[src/hw/rtl/i2c_bitbang_master_core_macros.svh]
// Assertion helpers for the I2C sequencer core
`ifndef I2C_BITBANG_MASTER_CORE_MACROS_SVH
`define I2C_BITBANG_MASTER_CORE_MACROS_SVH

// Assert that a implies b on the same edge
`define IBM_ASSERT_IMPL(lbl, clk, rst_n, a, b) \
    lbl: assert property (@(posedge clk) disable iff (!rst_n) (a) |-> (b)) \
        else $error("assertion failed");

// Assert that a implies b on the next edge
`define IBM_ASSERT_NEXT(lbl, clk, rst_n, a, b) \
    lbl: assert property (@(posedge clk) disable iff (!rst_n) (a) |=> (b)) \
        else $error("assertion failed");

`endif

[src/hw/rtl/ibm_pkg.sv]
package ibm_pkg;

    typedef enum logic [2:0] {
        OP_NONE  = 3'd0,
        OP_START = 3'd1,
        OP_STOP  = 3'd2,
        OP_WRITE = 3'd3,
        OP_WACK  = 3'd4,
        OP_READ  = 3'd5
    } t_op;

    localparam logic [1:0] CFG_TPU   = 2'd0;
    localparam logic [1:0] CFG_LIMIT = 2'd1;

    localparam logic [15:0] TPU_RESET   = 16'd50;
    localparam logic [7:0]  LIMIT_RESET = 8'd250;

    typedef struct packed {
        logic [2:0] op;
        logic [7:0] tx_byte;
        logic       send_ack;
        logic       sda_sample;
    } t_in_item;

    typedef struct packed {
        logic       scl_level;
        logic       sda_level;
        logic       sda_drive;
        logic       busy_res;
        logic       done_res;
        logic [7:0] read_data;
        logic       timed_out;
    } t_out_item;

endpackage

[src/hw/rtl/ibm_front.sv]
// Front part: register accepted items into a small queue
module ibm_front #(
    parameter int DEPTH_LOG2 = 1
) (
    input  logic              i_clk,
    input  logic              i_rst_n,
    input  logic              i_push,
    input  ibm_pkg::t_in_item i_item,
    output logic              o_full,
    output logic              o_valid,
    output ibm_pkg::t_in_item o_item,
    input  logic              i_take
);
    localparam int DEPTH = 1 << DEPTH_LOG2;

    ibm_pkg::t_in_item r_mem [DEPTH];
    logic [DEPTH_LOG2-1:0] r_wp, r_rp;
    logic [DEPTH_LOG2:0]   r_cnt;
    logic wr, rd;

    assign o_full  = (r_cnt == (DEPTH_LOG2+1)'(DEPTH));
    assign o_valid = (r_cnt != '0);
    assign o_item  = r_mem[r_rp];
    assign wr = i_push && !o_full;
    assign rd = i_take && o_valid;

    // storage, no reset
    always_ff @(posedge i_clk) begin
        if (wr) begin
            r_mem[r_wp] <= i_item;
        end
    end

    // pointers and fill count
    always_ff @(posedge i_clk) begin
        if (!i_rst_n) begin
            r_wp <= '0;
            r_rp <= '0;
            r_cnt <= '0;
        end else begin
            if (wr) r_wp <= r_wp + 1'b1;
            if (rd) r_rp <= r_rp + 1'b1;
            if (wr && !rd) r_cnt <= r_cnt + 1'b1;
            else if (rd && !wr) r_cnt <= r_cnt - 1'b1;
        end
    end
endmodule

[src/hw/rtl/ibm_back.sv]
// Back part: bus sequencer, one item per step, result into output queue
module ibm_back #(
    parameter int DEPTH_LOG2 = 1
) (
    input  logic               i_clk,
    input  logic               i_rst_n,
    input  logic               i_cfg_we,
    input  logic [1:0]         i_cfg_idx,
    input  logic [15:0]        i_cfg_data,
    input  logic               i_valid,
    input  ibm_pkg::t_in_item  i_item,
    output logic               o_take,
    output logic               o_empty,
    output ibm_pkg::t_out_item o_item,
    input  logic               i_pop
);
    localparam int DEPTH = 1 << DEPTH_LOG2;

    typedef enum logic [4:0] {
        S_IDLE, S_ST_A, S_ST_B, S_ST_C, S_SP_A, S_SP_B, S_SP_C, S_SP_D,
        S_W_NEXT, S_W_LOW, S_W_HIGH, S_WA_SETUP, S_WA_HIGH, S_WA_POLL,
        S_R_LOW, S_R_SAMPLE, S_R_HIGH, S_ACK_A, S_ACK_B, S_ACK_C
    } t_state;

    t_state r_st, n_st;
    logic [15:0] r_tpu, r_pre, n_pre;
    logic [7:0]  r_lim, r_poll, n_poll, r_shift, n_shift, r_rx, n_rx;
    logic [2:0]  r_ucnt, n_ucnt;
    logic [3:0]  r_bit, n_bit;
    logic r_ackc, n_ackc, r_scl, n_scl, r_sda, n_sda, r_drv, n_drv;
    logic r_to, n_to, done;

    // output queue
    ibm_pkg::t_out_item r_q [DEPTH];
    logic [DEPTH_LOG2-1:0] r_wp, r_rp;
    logic [DEPTH_LOG2:0]   r_cnt;
    logic q_full, rd;

    assign q_full  = (r_cnt == (DEPTH_LOG2+1)'(DEPTH));
    assign o_empty = (r_cnt == '0);
    assign o_item  = r_q[r_rp];
    assign o_take  = i_valid && !q_full;
    assign rd      = i_pop && !o_empty;

    // delay unit counter step: computes prescaler wrap, decremented unit count and expiry
    logic [15:0] tpu_eff;
    logic        pre_wrap, dexp;
    logic [2:0]  ucnt_dec;
    always_comb begin
        tpu_eff  = (r_tpu == '0) ? 16'd1 : r_tpu;
        pre_wrap = ({1'b0, r_pre} + 17'd1) >= {1'b0, tpu_eff};
        ucnt_dec = (r_ucnt != '0) ? r_ucnt - 3'd1 : r_ucnt;
        dexp     = pre_wrap && (ucnt_dec == '0);
    end

    // sequencer next state
    always_comb begin
        n_st = r_st; n_pre = r_pre; n_ucnt = r_ucnt; n_bit = r_bit;
        n_shift = r_shift; n_poll = r_poll; n_ackc = r_ackc;
        n_scl = r_scl; n_sda = r_sda; n_drv = r_drv; n_to = r_to; n_rx = r_rx;
        done = 1'b0;
        if (r_st != S_IDLE && r_st != S_ST_A && r_st != S_SP_A && r_st != S_SP_C
            && r_st != S_W_NEXT && r_st != S_WA_POLL && r_st != S_R_SAMPLE
            && r_st != S_ACK_A) begin
            if (pre_wrap) begin
                n_pre = '0;
                n_ucnt = ucnt_dec;
            end else begin
                n_pre = r_pre + 16'd1;
            end
        end
        case (r_st)
            S_IDLE: begin
                if (i_item.op >= ibm_pkg::OP_START && i_item.op <= ibm_pkg::OP_READ)
                    n_to = 1'b0;
                case (i_item.op)
                    ibm_pkg::OP_START: begin
                        n_sda = 1'b1; n_drv = 1'b1; n_st = S_ST_A;
                    end
                    ibm_pkg::OP_STOP: begin
                        n_scl = 1'b0; n_st = S_SP_A;
                    end
                    ibm_pkg::OP_WRITE: begin
                        n_drv = 1'b1; n_scl = 1'b0; n_shift = i_item.tx_byte;
                        n_bit = '0; n_st = S_W_NEXT;
                    end
                    ibm_pkg::OP_WACK: begin
                        n_drv = 1'b0; n_sda = 1'b1; n_poll = '0;
                        n_pre = '0; n_ucnt = 3'd1; n_st = S_WA_SETUP;
                    end
                    ibm_pkg::OP_READ: begin
                        n_drv = 1'b0; n_scl = 1'b0; n_shift = '0; n_bit = '0;
                        n_ackc = i_item.send_ack; n_pre = '0; n_ucnt = 3'd5;
                        n_st = S_R_LOW;
                    end
                    default: ;
                endcase
            end
            S_ST_A: begin
                n_scl = 1'b1; n_pre = '0; n_ucnt = 3'd4; n_st = S_ST_B;
            end
            S_ST_B: if (dexp) begin
                n_sda = 1'b0; n_pre = '0; n_ucnt = 3'd4; n_st = S_ST_C;
            end
            S_ST_C: if (dexp) begin
                n_scl = 1'b0; done = 1'b1; n_st = S_IDLE;
            end
            S_SP_A: begin
                n_drv = 1'b1; n_sda = 1'b0; n_pre = '0; n_ucnt = 3'd4; n_st = S_SP_B;
            end
            S_SP_B: if (dexp) begin
                n_scl = 1'b1; n_st = S_SP_C;
            end
            S_SP_C: begin
                n_sda = 1'b1; n_pre = '0; n_ucnt = 3'd4; n_st = S_SP_D;
            end
            S_SP_D: if (dexp) begin
                done = 1'b1; n_st = S_IDLE;
            end
            S_W_NEXT: begin
                n_sda = r_shift[7]; n_shift = {r_shift[6:0], 1'b0};
                n_pre = '0; n_ucnt = 3'd5; n_st = S_W_LOW;
            end
            S_W_LOW: if (dexp) begin
                n_scl = 1'b1; n_pre = '0; n_ucnt = 3'd5; n_st = S_W_HIGH;
            end
            S_W_HIGH: if (dexp) begin
                n_scl = 1'b0; n_bit = r_bit + 4'd1;
                if (n_bit >= 4'd8) begin
                    done = 1'b1; n_st = S_IDLE;
                end else begin
                    n_st = S_W_NEXT;
                end
            end
            S_WA_SETUP: if (dexp) begin
                n_scl = 1'b1; n_pre = '0; n_ucnt = 3'd1; n_st = S_WA_HIGH;
            end
            S_WA_HIGH: if (dexp) n_st = S_WA_POLL;
            S_WA_POLL: begin
                if (!i_item.sda_sample) begin
                    n_scl = 1'b0; done = 1'b1; n_st = S_IDLE;
                end else if (r_poll >= r_lim) begin
                    n_to = 1'b1; n_scl = 1'b0; n_st = S_SP_A;
                end else begin
                    n_poll = r_poll + 8'd1;
                end
            end
            S_R_LOW: if (dexp) begin
                n_scl = 1'b1; n_st = S_R_SAMPLE;
            end
            S_R_SAMPLE: begin
                n_shift = {r_shift[6:0], i_item.sda_sample};
                n_pre = '0; n_ucnt = 3'd5; n_st = S_R_HIGH;
            end
            S_R_HIGH: if (dexp) begin
                n_scl = 1'b0; n_bit = r_bit + 4'd1;
                if (n_bit >= 4'd8) begin
                    n_rx = r_shift; n_st = S_ACK_A;
                end else begin
                    n_pre = '0; n_ucnt = 3'd5; n_st = S_R_LOW;
                end
            end
            S_ACK_A: begin
                n_drv = 1'b1; n_sda = !r_ackc; n_pre = '0; n_ucnt = 3'd2;
                n_st = S_ACK_B;
            end
            S_ACK_B: if (dexp) begin
                n_scl = 1'b1; n_pre = '0; n_ucnt = 3'd2; n_st = S_ACK_C;
            end
            S_ACK_C: if (dexp) begin
                n_scl = 1'b0; done = 1'b1; n_st = S_IDLE;
            end
            default: n_st = S_IDLE;
        endcase
    end

    // state, config and result registers
    always_ff @(posedge i_clk) begin
        if (!i_rst_n) begin
            r_st <= S_IDLE; r_pre <= '0; r_ucnt <= '0; r_bit <= '0;
            r_shift <= '0; r_poll <= '0; r_ackc <= 1'b0;
            r_scl <= 1'b1; r_sda <= 1'b1; r_drv <= 1'b1; r_to <= 1'b0;
            r_rx <= '0; r_tpu <= ibm_pkg::TPU_RESET; r_lim <= ibm_pkg::LIMIT_RESET;
            r_wp <= '0; r_rp <= '0; r_cnt <= '0;
        end else begin
            if (i_cfg_we && i_cfg_idx == ibm_pkg::CFG_TPU) r_tpu <= i_cfg_data;
            if (i_cfg_we && i_cfg_idx == ibm_pkg::CFG_LIMIT) r_lim <= i_cfg_data[7:0];
            if (o_take) begin
                r_st <= n_st; r_pre <= n_pre; r_ucnt <= n_ucnt; r_bit <= n_bit;
                r_shift <= n_shift; r_poll <= n_poll; r_ackc <= n_ackc;
                r_scl <= n_scl; r_sda <= n_sda; r_drv <= n_drv; r_to <= n_to;
                r_rx <= n_rx;
                r_wp <= r_wp + 1'b1;
            end
            if (rd) r_rp <= r_rp + 1'b1;
            if (o_take && !rd) r_cnt <= r_cnt + 1'b1;
            else if (rd && !o_take) r_cnt <= r_cnt - 1'b1;
        end
    end

    // result storage
    always_ff @(posedge i_clk) begin
        if (o_take) begin
            r_q[r_wp] <= '{scl_level: n_scl, sda_level: n_sda, sda_drive: n_drv,
                           busy_res: (n_st != S_IDLE), done_res: done,
                           read_data: n_rx, timed_out: n_to};
        end
    end
endmodule

[src/hw/rtl/i2c_bitbang_master_core.sv]
// I2C bit-bang master sequencer.
// Input queue: one item per clock tick of bus timing (op, tx_byte, send_ack,
// sda_sample), pushed with push while full is low.
// Result queue: one item per input item (line levels, busy, done, read
// data, timeout); valid while empty is low, taken with pop.
// A two-entry front queue registers items; the back sequencer takes one
// per cycle while its output queue has room and writes its result into a
// two-entry output queue, from which it can be popped. An accepted item
// is registered first in the front queue and then in the output queue.
// Throughput: 1 item per cycle while the output queue has room.
// When the receiver stops popping, the output queue fills, the sequencer
// holds, then the input queue fills and full rises; nothing is lost.
// Reset (synchronous, active low) empties both queues, puts the sequencer
// idle with SCL/SDA high and driven, and loads register defaults
// (ticks_per_unit 50, ack_poll_limit 250).
// Config: i_cfg_we writes i_cfg_data to register i_cfg_idx (0 ticks, 1 limit).
`include "i2c_bitbang_master_core_macros.svh"
module i2c_bitbang_master_core #(
    parameter int DEPTH_LOG2 = 1
) (
    input  logic               i_clk,
    input  logic               i_rst_n,
    input  logic               push,
    output logic               full,
    input  ibm_pkg::t_in_item  i_item,
    output logic               empty,
    input  logic               pop,
    output ibm_pkg::t_out_item o_item,
    input  logic               i_cfg_we,
    input  logic [1:0]         i_cfg_idx,
    input  logic [15:0]        i_cfg_data
);
    logic f_valid, take;
    ibm_pkg::t_in_item f_item;

    ibm_front #(.DEPTH_LOG2(DEPTH_LOG2)) u_front (
        .i_clk, .i_rst_n, .i_push(push), .i_item, .o_full(full),
        .o_valid(f_valid), .o_item(f_item), .i_take(take)
    );

    ibm_back #(.DEPTH_LOG2(DEPTH_LOG2)) u_back (
        .i_clk, .i_rst_n, .i_cfg_we, .i_cfg_idx, .i_cfg_data,
        .i_valid(f_valid), .i_item(f_item), .o_take(take),
        .o_empty(empty), .o_item, .i_pop(pop)
    );

    `IBM_ASSERT_IMPL(a_take_valid, i_clk, i_rst_n, take, f_valid)
    `IBM_ASSERT_IMPL(a_done_idle, i_clk, i_rst_n, !empty && o_item.done_res, !o_item.busy_res)
    `IBM_ASSERT_NEXT(a_full_holds, i_clk, i_rst_n, full && !take, full)
endmodule

[config.mk]
export PLATFORM = sky130hd
export DESIGN_NAME = i2c_bitbang_master_core
export DESIGN_NICKNAME = d
export VERILOG_FILES = /design/src/hw/rtl/ibm_pkg.sv /design/src/hw/rtl/ibm_front.sv /design/src/hw/rtl/ibm_back.sv /design/src/hw/rtl/i2c_bitbang_master_core.sv
export VERILOG_INCLUDE_DIRS = /design/src /design/src/hw/rtl
export SDC_FILE = /design/constraint.sdc
export NUM_CORES = 1
export LEC_CHECK = 0
export ABC_AREA = 0
export CAP_MARGIN = 40
export CELL_PAD_IN_SITES_DETAIL_PLACEMENT = 0
export CELL_PAD_IN_SITES_GLOBAL_PLACEMENT = 1
export CORE_MARGIN = 2
export CORE_UTILIZATION = 40
export DETAILED_ROUTE_END_ITERATION = 16
export DONT_BUFFER_PORTS = 1
export PLACE_DENSITY = 0.66
export SETUP_SLACK_MARGIN = 0.05
export SLEW_MARGIN = 5
export SYNTH_ARGS = -nofsm -noshare
export SYNTH_HDL_FRONTEND = slang
export SYNTH_HIERARCHICAL = 1
export SYNTH_SLANG_ARGS = --single-unit
[constraint.sdc]
create_clock -name i_clk -period 5.1 [get_ports i_clk]
set_input_delay 1.02 -clock i_clk [delete_from_list [all_inputs] [get_ports i_clk]]
set_output_delay 1.02 -clock i_clk [all_outputs]
set_load 0.03 [all_outputs]
* Yosys cells after proc, flatten, opt, wreduce, memory -nomap -nowiden
Memories as Yosys holds them, arrays and structs flattened. A register that Yosys moved wholly into a read port is not among the register bits. Index checks and enable logic that the tools add are counted.
Storage, ports and cells: ROM bits 0, output and inout port bits 16, logic and storage cells 218, flip-flop bits (word level) 89, input bits 36, memories 2, RAM bits 54, bits in latches 0
Memories:
- u_back.r_q | words 2, width 14, read ports 1, clocked after memory_dff 1, write ports 1, line ibm_back.sv:34 | ibm_pkg::t_out_item r_q [DEPTH];
- u_front.r_mem | words 2, width 13, read ports 1, clocked after memory_dff 1, write ports 1, line ibm_front.sv:16 | ibm_pkg::t_in_item r_mem [DEPTH];
Operators by class: eq/ne operators 40, bitwise operators 0, add/subtract/negate cells 13, $mul 0, reductions and logical operators 59, mux-type cells 79, $lt $le $gt $ge 5, div/mod/pow operators 0, shift-type cells 0
Operators by type and width (number):
- 2-to-1 mux 16 bit | 7
- case mux 5 bit (18 select lines) | 1
- 2-to-1 mux 5 bit | 13
- case mux 16 bit (4 select lines) | 1
- 2-to-1 mux 8 bit | 6
- equality test 5 x 4 -> 1 bit (second input constant) | 8
- case mux 8 bit (2 select lines) | 2
- 2-to-1 mux 3 bit | 9
- case mux 3 bit (9 select lines) | 1
- case mux 5 bit (5 select lines) | 1
- case mux 8 bit (3 select lines) | 1
- 2-to-1 mux 1 bit | 22
- equality test 5 x 3 -> 1 bit (second input constant) | 4
- equality test 5 bit (second input constant) | 4
- logical AND 1 bit | 19
- adder 16 x 1 -> 17 bit (second input constant) | 1
- greater-or-equal comparator 17 x 16 -> 1 bit | 1
- adder 16 x 1 -> 16 bit (second input constant) | 1
- zero test 16 bit | 1
- != test 5 x 4 -> 1 bit (second input constant) | 3
- OR reduction 2 bit | 7
- 2-to-1 mux 4 bit | 3
- equality test 5 x 2 -> 1 bit (second input constant) | 2
- != test 5 x 3 -> 1 bit (second input constant) | 2
- other kinds (42) | 76

* Logic depth before layout (Yosys ltp)
word-level depth 12, depth in mapped cells 17, gate-level depth less buffers 15

* By module
Netlist, hierarchy kept.
By module, submodules not included:
- ibm_back | area an instance 6822.8 µm², seq. area each 2562.5 µm², instances 1, cells an instance 795
- ibm_front | area an instance 1168.6 µm², seq. area each 880.8 µm², instances 1, cells an instance 65

* Least setup slack after synthesis
Ideal clock, no wire load.
kind register to register, from reg u_back.r_pre[4], to mem u_back/r_q[0][10] in the netlist's numbering (data pin), data required time 4.823 ns, cell stages (with the launch flop) 17, arrival 3.286 ns, setup time 0.277 ns, buffers on the path 2, period minus slack after synthesis 3.563 ns, slack 1.537 ns, path through dfxtp_1 > and3_1 > and3_1 > nand2_1 > nor2_1 > and3_1 > xor2_1 > ha_1 > nand3_2 > or4_4 > o211ai_2 > buf_6 > and2_1 > buf_4 > nand2_1 > a221oi_2 > nand4_1
Between the ends: cells in the longest elaborated chain, start to end 6, elaborated cells between the ends (all ways) 15, those cells by class add/sub (1); order compare (1); mux (11); reduce/logical (2)
Ends and longest elaborated chain:
- start, declared | line ibm_back.sv:26 | logic [15:0] r_tpu, r_pre, n_pre;
- start signal, assigned | line ibm_back.sv:189 | r_st <= n_st; r_pre <= n_pre; r_ucnt <= n_ucnt; r_bit <= n_bit;
- adder 16 x 1 -> 17 bit (*) | line ibm_back.sv:51 | pre_wrap = ({1'b0, r_pre} + 17'd1) >= {1'b0, tpu_eff};
- greater-or-equal comparator 17 x 16 -> 1 bit (*) | line ibm_back.sv:51
- logical AND 1 bit (*) | line ibm_back.sv:53 | dexp = pre_wrap && (ucnt_dec == '0);
- 2-to-1 mux 5 bit, or another cell as far along | line ibm_back.sv:105, ibm_back.sv:117, ibm_back.sv:170
- case mux 5 bit (18 select lines) (*) | line ibm_back.sv:72 | case (r_st)
- nonzero test 5 bit (*) | line ibm_back.sv:205 | busy_res: (n_st != S_IDLE), done_res: done,
- end, declared | line ibm_back.sv:34
Mark *: on every way between the ends. The rest lies on a longest branch, timed or not.

* Worst setup path in the final report
Ends and elaborated chain as after synthesis.

==> impl_metrics.ini <==
[outcome]
outcome = finished, final reports clean

[cts]
ctsLongestPathBuffers = 2
post_cts_resize_count = 0
ctsHtreeMaxLevel = 4
ctsRootBufferMaster = sky130_fd_sc_hd__clkbuf_16
numCtsBuffers = 17
cts_tree = yes
worstSkewPairLatency_ps = 440
ctsHoldBuffers = 0
postCtsSetupBuffers = 0
sinks_on_the_clock_net = 145
clock_pin_slew_of_the_registers_on_the_worst_case_setup_and_hold_paths_ps = 70

[sta]
timing.final.max_slew_violations = 0
setup_total_negative_slack_ps = 0
rsz0062_at_grt = no
achievable-frequency_ghz = 0.234
setup_viol = 0
postLayoutSetupSlackWorst_ps = 819
post-route-period-util = 0.839
timing.final.hold_violations = 0
timing.hold.ws_ps = 470
timing_worst_slew_pin_value_ps = 788
max_slew_margin = 0.474
finalClockSkew_ps = 17.8
min_period_ps = 4280

[route]
detail_route.vias_per_cell = 5.67
number_of_iterations_in_the_first_detailed_routing_pass = 5
finalWirelength_um = 19700
routed_length_on_met2_um = 8890
remaining_drc_errors = 0
vias = 6358
drt-wirelength-per-cell_um = 17.6
met3_wirelength_um = 1220
wl_met1_um = 9380
detail-route-antenna-nets = 0
top_layer = met4
drt_iter0_drc = 523

[floorplanning]
placeableCoreArea_sq_um = 19500
num_io_pins = 52
design.die.area_sq_um = 21100
die_wd_um = 145
die_h_um = 145
placement_rows = 51
initial_core_util = 0.409

[setup_path]
worstSetupStartpointType = flip-flop
critical_path_required_ps = 5250
path_type_of_the_worst_setup_path = flip-flop to flip-flop
critical_path.max_fanout = 11
cp-end-kind = flip-flop
arrival_ps = 4430

[global_routing]
grt_pass1_wl_um = 32300
grt_start_max_net_pins = 41
first_global_vias = 6198
grt-ovfl-total = 0
grt_antenna_before_repair = 0
groute.usage.overall = 0.190

[logic_synthesis]
syn_area_per_cell_sq_um = 9.29
ys_seq_area_frac = 0.431
synthesis.yosys.warnings = 6
postSynth.topFlopCell = sky130_fd_sc_hd__dfxtp_1
synthArstFlopShare = 0
syn_area_sq_um = 7990
postSynthCellCount = 860
synth-seq-cells = 145
synth-edff-count = 54
post_synth_num_cell_types = 85
mappedNetlistNets = 927

[run]
timing.max_cap.violations = 0

[cells_and_area]
finish.utilization = 0.452
filler_free_cell_count_of_the_finished_design = 1121
antenna_diode_count = 0
final_area_sq_um = 8820
post_route_cells_drive_above_1_share = 0.130
areaGrowthSynthToFinish_pct = 10.4
num-nets-final = 910

[pwr]
standby_leakage_power_nw = 3.32
pwr_density_cell_nw_per_um2 = 510
p_total_mw = 4.50
worst_ir_drop_vdd_uv = 271

[placed_design]
place.port_buffers = 0
detailedPlacementHpwl_um = 14200
placement.setup.worst_slack_ps = 835
place_inst = 1089
placedInstanceArea_sq_um = 8210
place.gp.congestion = 0.884

[worst_hold_path]
kind_of_path_behind_the_tightest_hold_check = flip-flop to flip-flop
kinds of logic after synthesis:
family	share of synthesized area
AND/OR/NAND/NOR	0.186
AO/OA/AOI/OAI	0.189
flip-flops	0.431
buffers and inverters	0.0435
multiplexers	0.0686
XOR/XNOR	0.0340
adder cells (fa/ha/maj)	0.0485
sequential cells by signal, summed over array words and instances, names as in the netlist, 2 cells and up, named ones only:
register / count
u_back/r_bit: 4
u_back/r_cnt: 2
u_back/r_lim: 8
u_back/r_poll: 8
u_back/r_pre: 16
u_back/r_q: 28
u_back/r_rx: 8
u_back/r_shift: 8
u_back/r_st: 5
u_back/r_tpu: 16
u_back/r_ucnt: 3
u_front/r_cnt: 2
u_front/r_mem: 26
layer usage:
metal | global-route usage | up-vias
met2 | 0.290 | 193
met1 | 0.267 | 3054
met3 | 0.0480 | 16
li1 | - | 3095
met5 | 0 | -
met4 | 0.0603 | 0
power by group:
| part | internal [mW] | switching [mW] | leakage [nW] |
|---|---|---|---|
| clock | 0.663 | 0.573 | 0.293 |
| combinational | 0.563 | 1.13 | 1.78 |
| sequential | 1.42 | 0.153 | 1.25 |
cells in the final DEF (no fill, tap or decap), types with 8 or more instances in the layout:
cell type / n
sky130_fd_sc_hd__a21oi_1: 56
sky130_fd_sc_hd__a311oi_1: 9
sky130_fd_sc_hd__a31oi_1: 8
sky130_fd_sc_hd__a32o_1: 10
sky130_fd_sc_hd__and2_1: 11
sky130_fd_sc_hd__and3_1: 8
sky130_fd_sc_hd__buf_4: 10
sky130_fd_sc_hd__clkbuf_16: 17
sky130_fd_sc_hd__dfxtp_1: 91
sky130_fd_sc_hd__edfxtp_1: 54
sky130_fd_sc_hd__ha_1: 31
sky130_fd_sc_hd__inv_1: 32
sky130_fd_sc_hd__mux2_2: 35
sky130_fd_sc_hd__mux2i_1: 12
sky130_fd_sc_hd__nand2_1: 92
sky130_fd_sc_hd__nand2b_1: 12
sky130_fd_sc_hd__nand3_1: 30
sky130_fd_sc_hd__nor2_1: 80
sky130_fd_sc_hd__nor2b_1: 12
sky130_fd_sc_hd__nor3_1: 13
sky130_fd_sc_hd__o211ai_1: 14
sky130_fd_sc_hd__o21ai_0: 46
sky130_fd_sc_hd__xnor2_1: 17
sky130_fd_sc_hd__xor2_1: 14
layout make-up:
type	instances	area, sq um
Inverter	35	131
Clock inverter	15	183
Tap cell	265	332
Sequential cell	145	3440
Timing Repair Buffer	12	97.6
Fill cell	1891	10700
Multi-Input combinational cell	632	4210
Clock buffer	17	425
cell usage after synthesis (all sizes together), types with 5 or more instances:
cell type / instances / area, sq um
a211oi: 5 / 37.5
a21o: 7 / 52.6
a21oi: 59 / 307
a221oi: 6 / 88.8
a22oi: 6 / 45.0
a311oi: 9 / 78.8
a31oi: 8 / 50.1
a32o: 10 / 100
and2: 11 / 68.8
and3: 10 / 65.1
buf: 17 / 100
clkbuf: 31 / 116
dfxtp: 91 / 1820
edfxtp: 54 / 1620
ha: 31 / 388
inv: 34 / 128
mux2: 36 / 405
mux2i: 13 / 143
nand2: 93 / 352
nand2b: 12 / 75.1
nand3: 32 / 178
nand4: 7 / 58.8
nor2: 82 / 318
nor2b: 12 / 75.1
nor3: 15 / 91.3
nor4: 5 / 46.3
o2111ai: 6 / 52.6
o211ai: 15 / 118
o21a: 5 / 37.5
o21ai: 51 / 263
o21bai: 5 / 37.5
o22ai: 5 / 31.3
or3: 5 / 31.3
xnor2: 17 / 149
xor2: 14 / 123
final timing paths:
kind / startpoint / end / slack [ps] / depth (start not counted)
hold / removal: u_back/r_tpu[0] / u_back/r_tpu[0] / 470 / 2
setup reg to reg: u_back/r_pre[4] / u_back/r_q[0][10] / 820 / 14
hold reg to reg: u_back/r_tpu[0] / u_back/r_tpu[0] / 470 / 2
setup / recovery: u_back/r_pre[4] / u_back/r_q[0][10] / 820 / 14
critical path, cell delays in order (launching register included):
cell and delay, ps:
sky130_fd_sc_hd__dfxtp_1 450, sky130_fd_sc_hd__and3_1 210, sky130_fd_sc_hd__and3_1 270, sky130_fd_sc_hd__nand2_1 80, sky130_fd_sc_hd__nor2_1 250, sky130_fd_sc_hd__and3_1 220, sky130_fd_sc_hd__xor2_1 210, sky130_fd_sc_hd__ha_1 200
sky130_fd_sc_hd__nand3_2 100, sky130_fd_sc_hd__or4_4 560, sky130_fd_sc_hd__o211ai_2 460, sky130_fd_sc_hd__and2_1 430, sky130_fd_sc_hd__nand2_1 110, sky130_fd_sc_hd__a221oi_2 310, sky130_fd_sc_hd__nand4_1 150
Power figures use the tool's default switching activity.
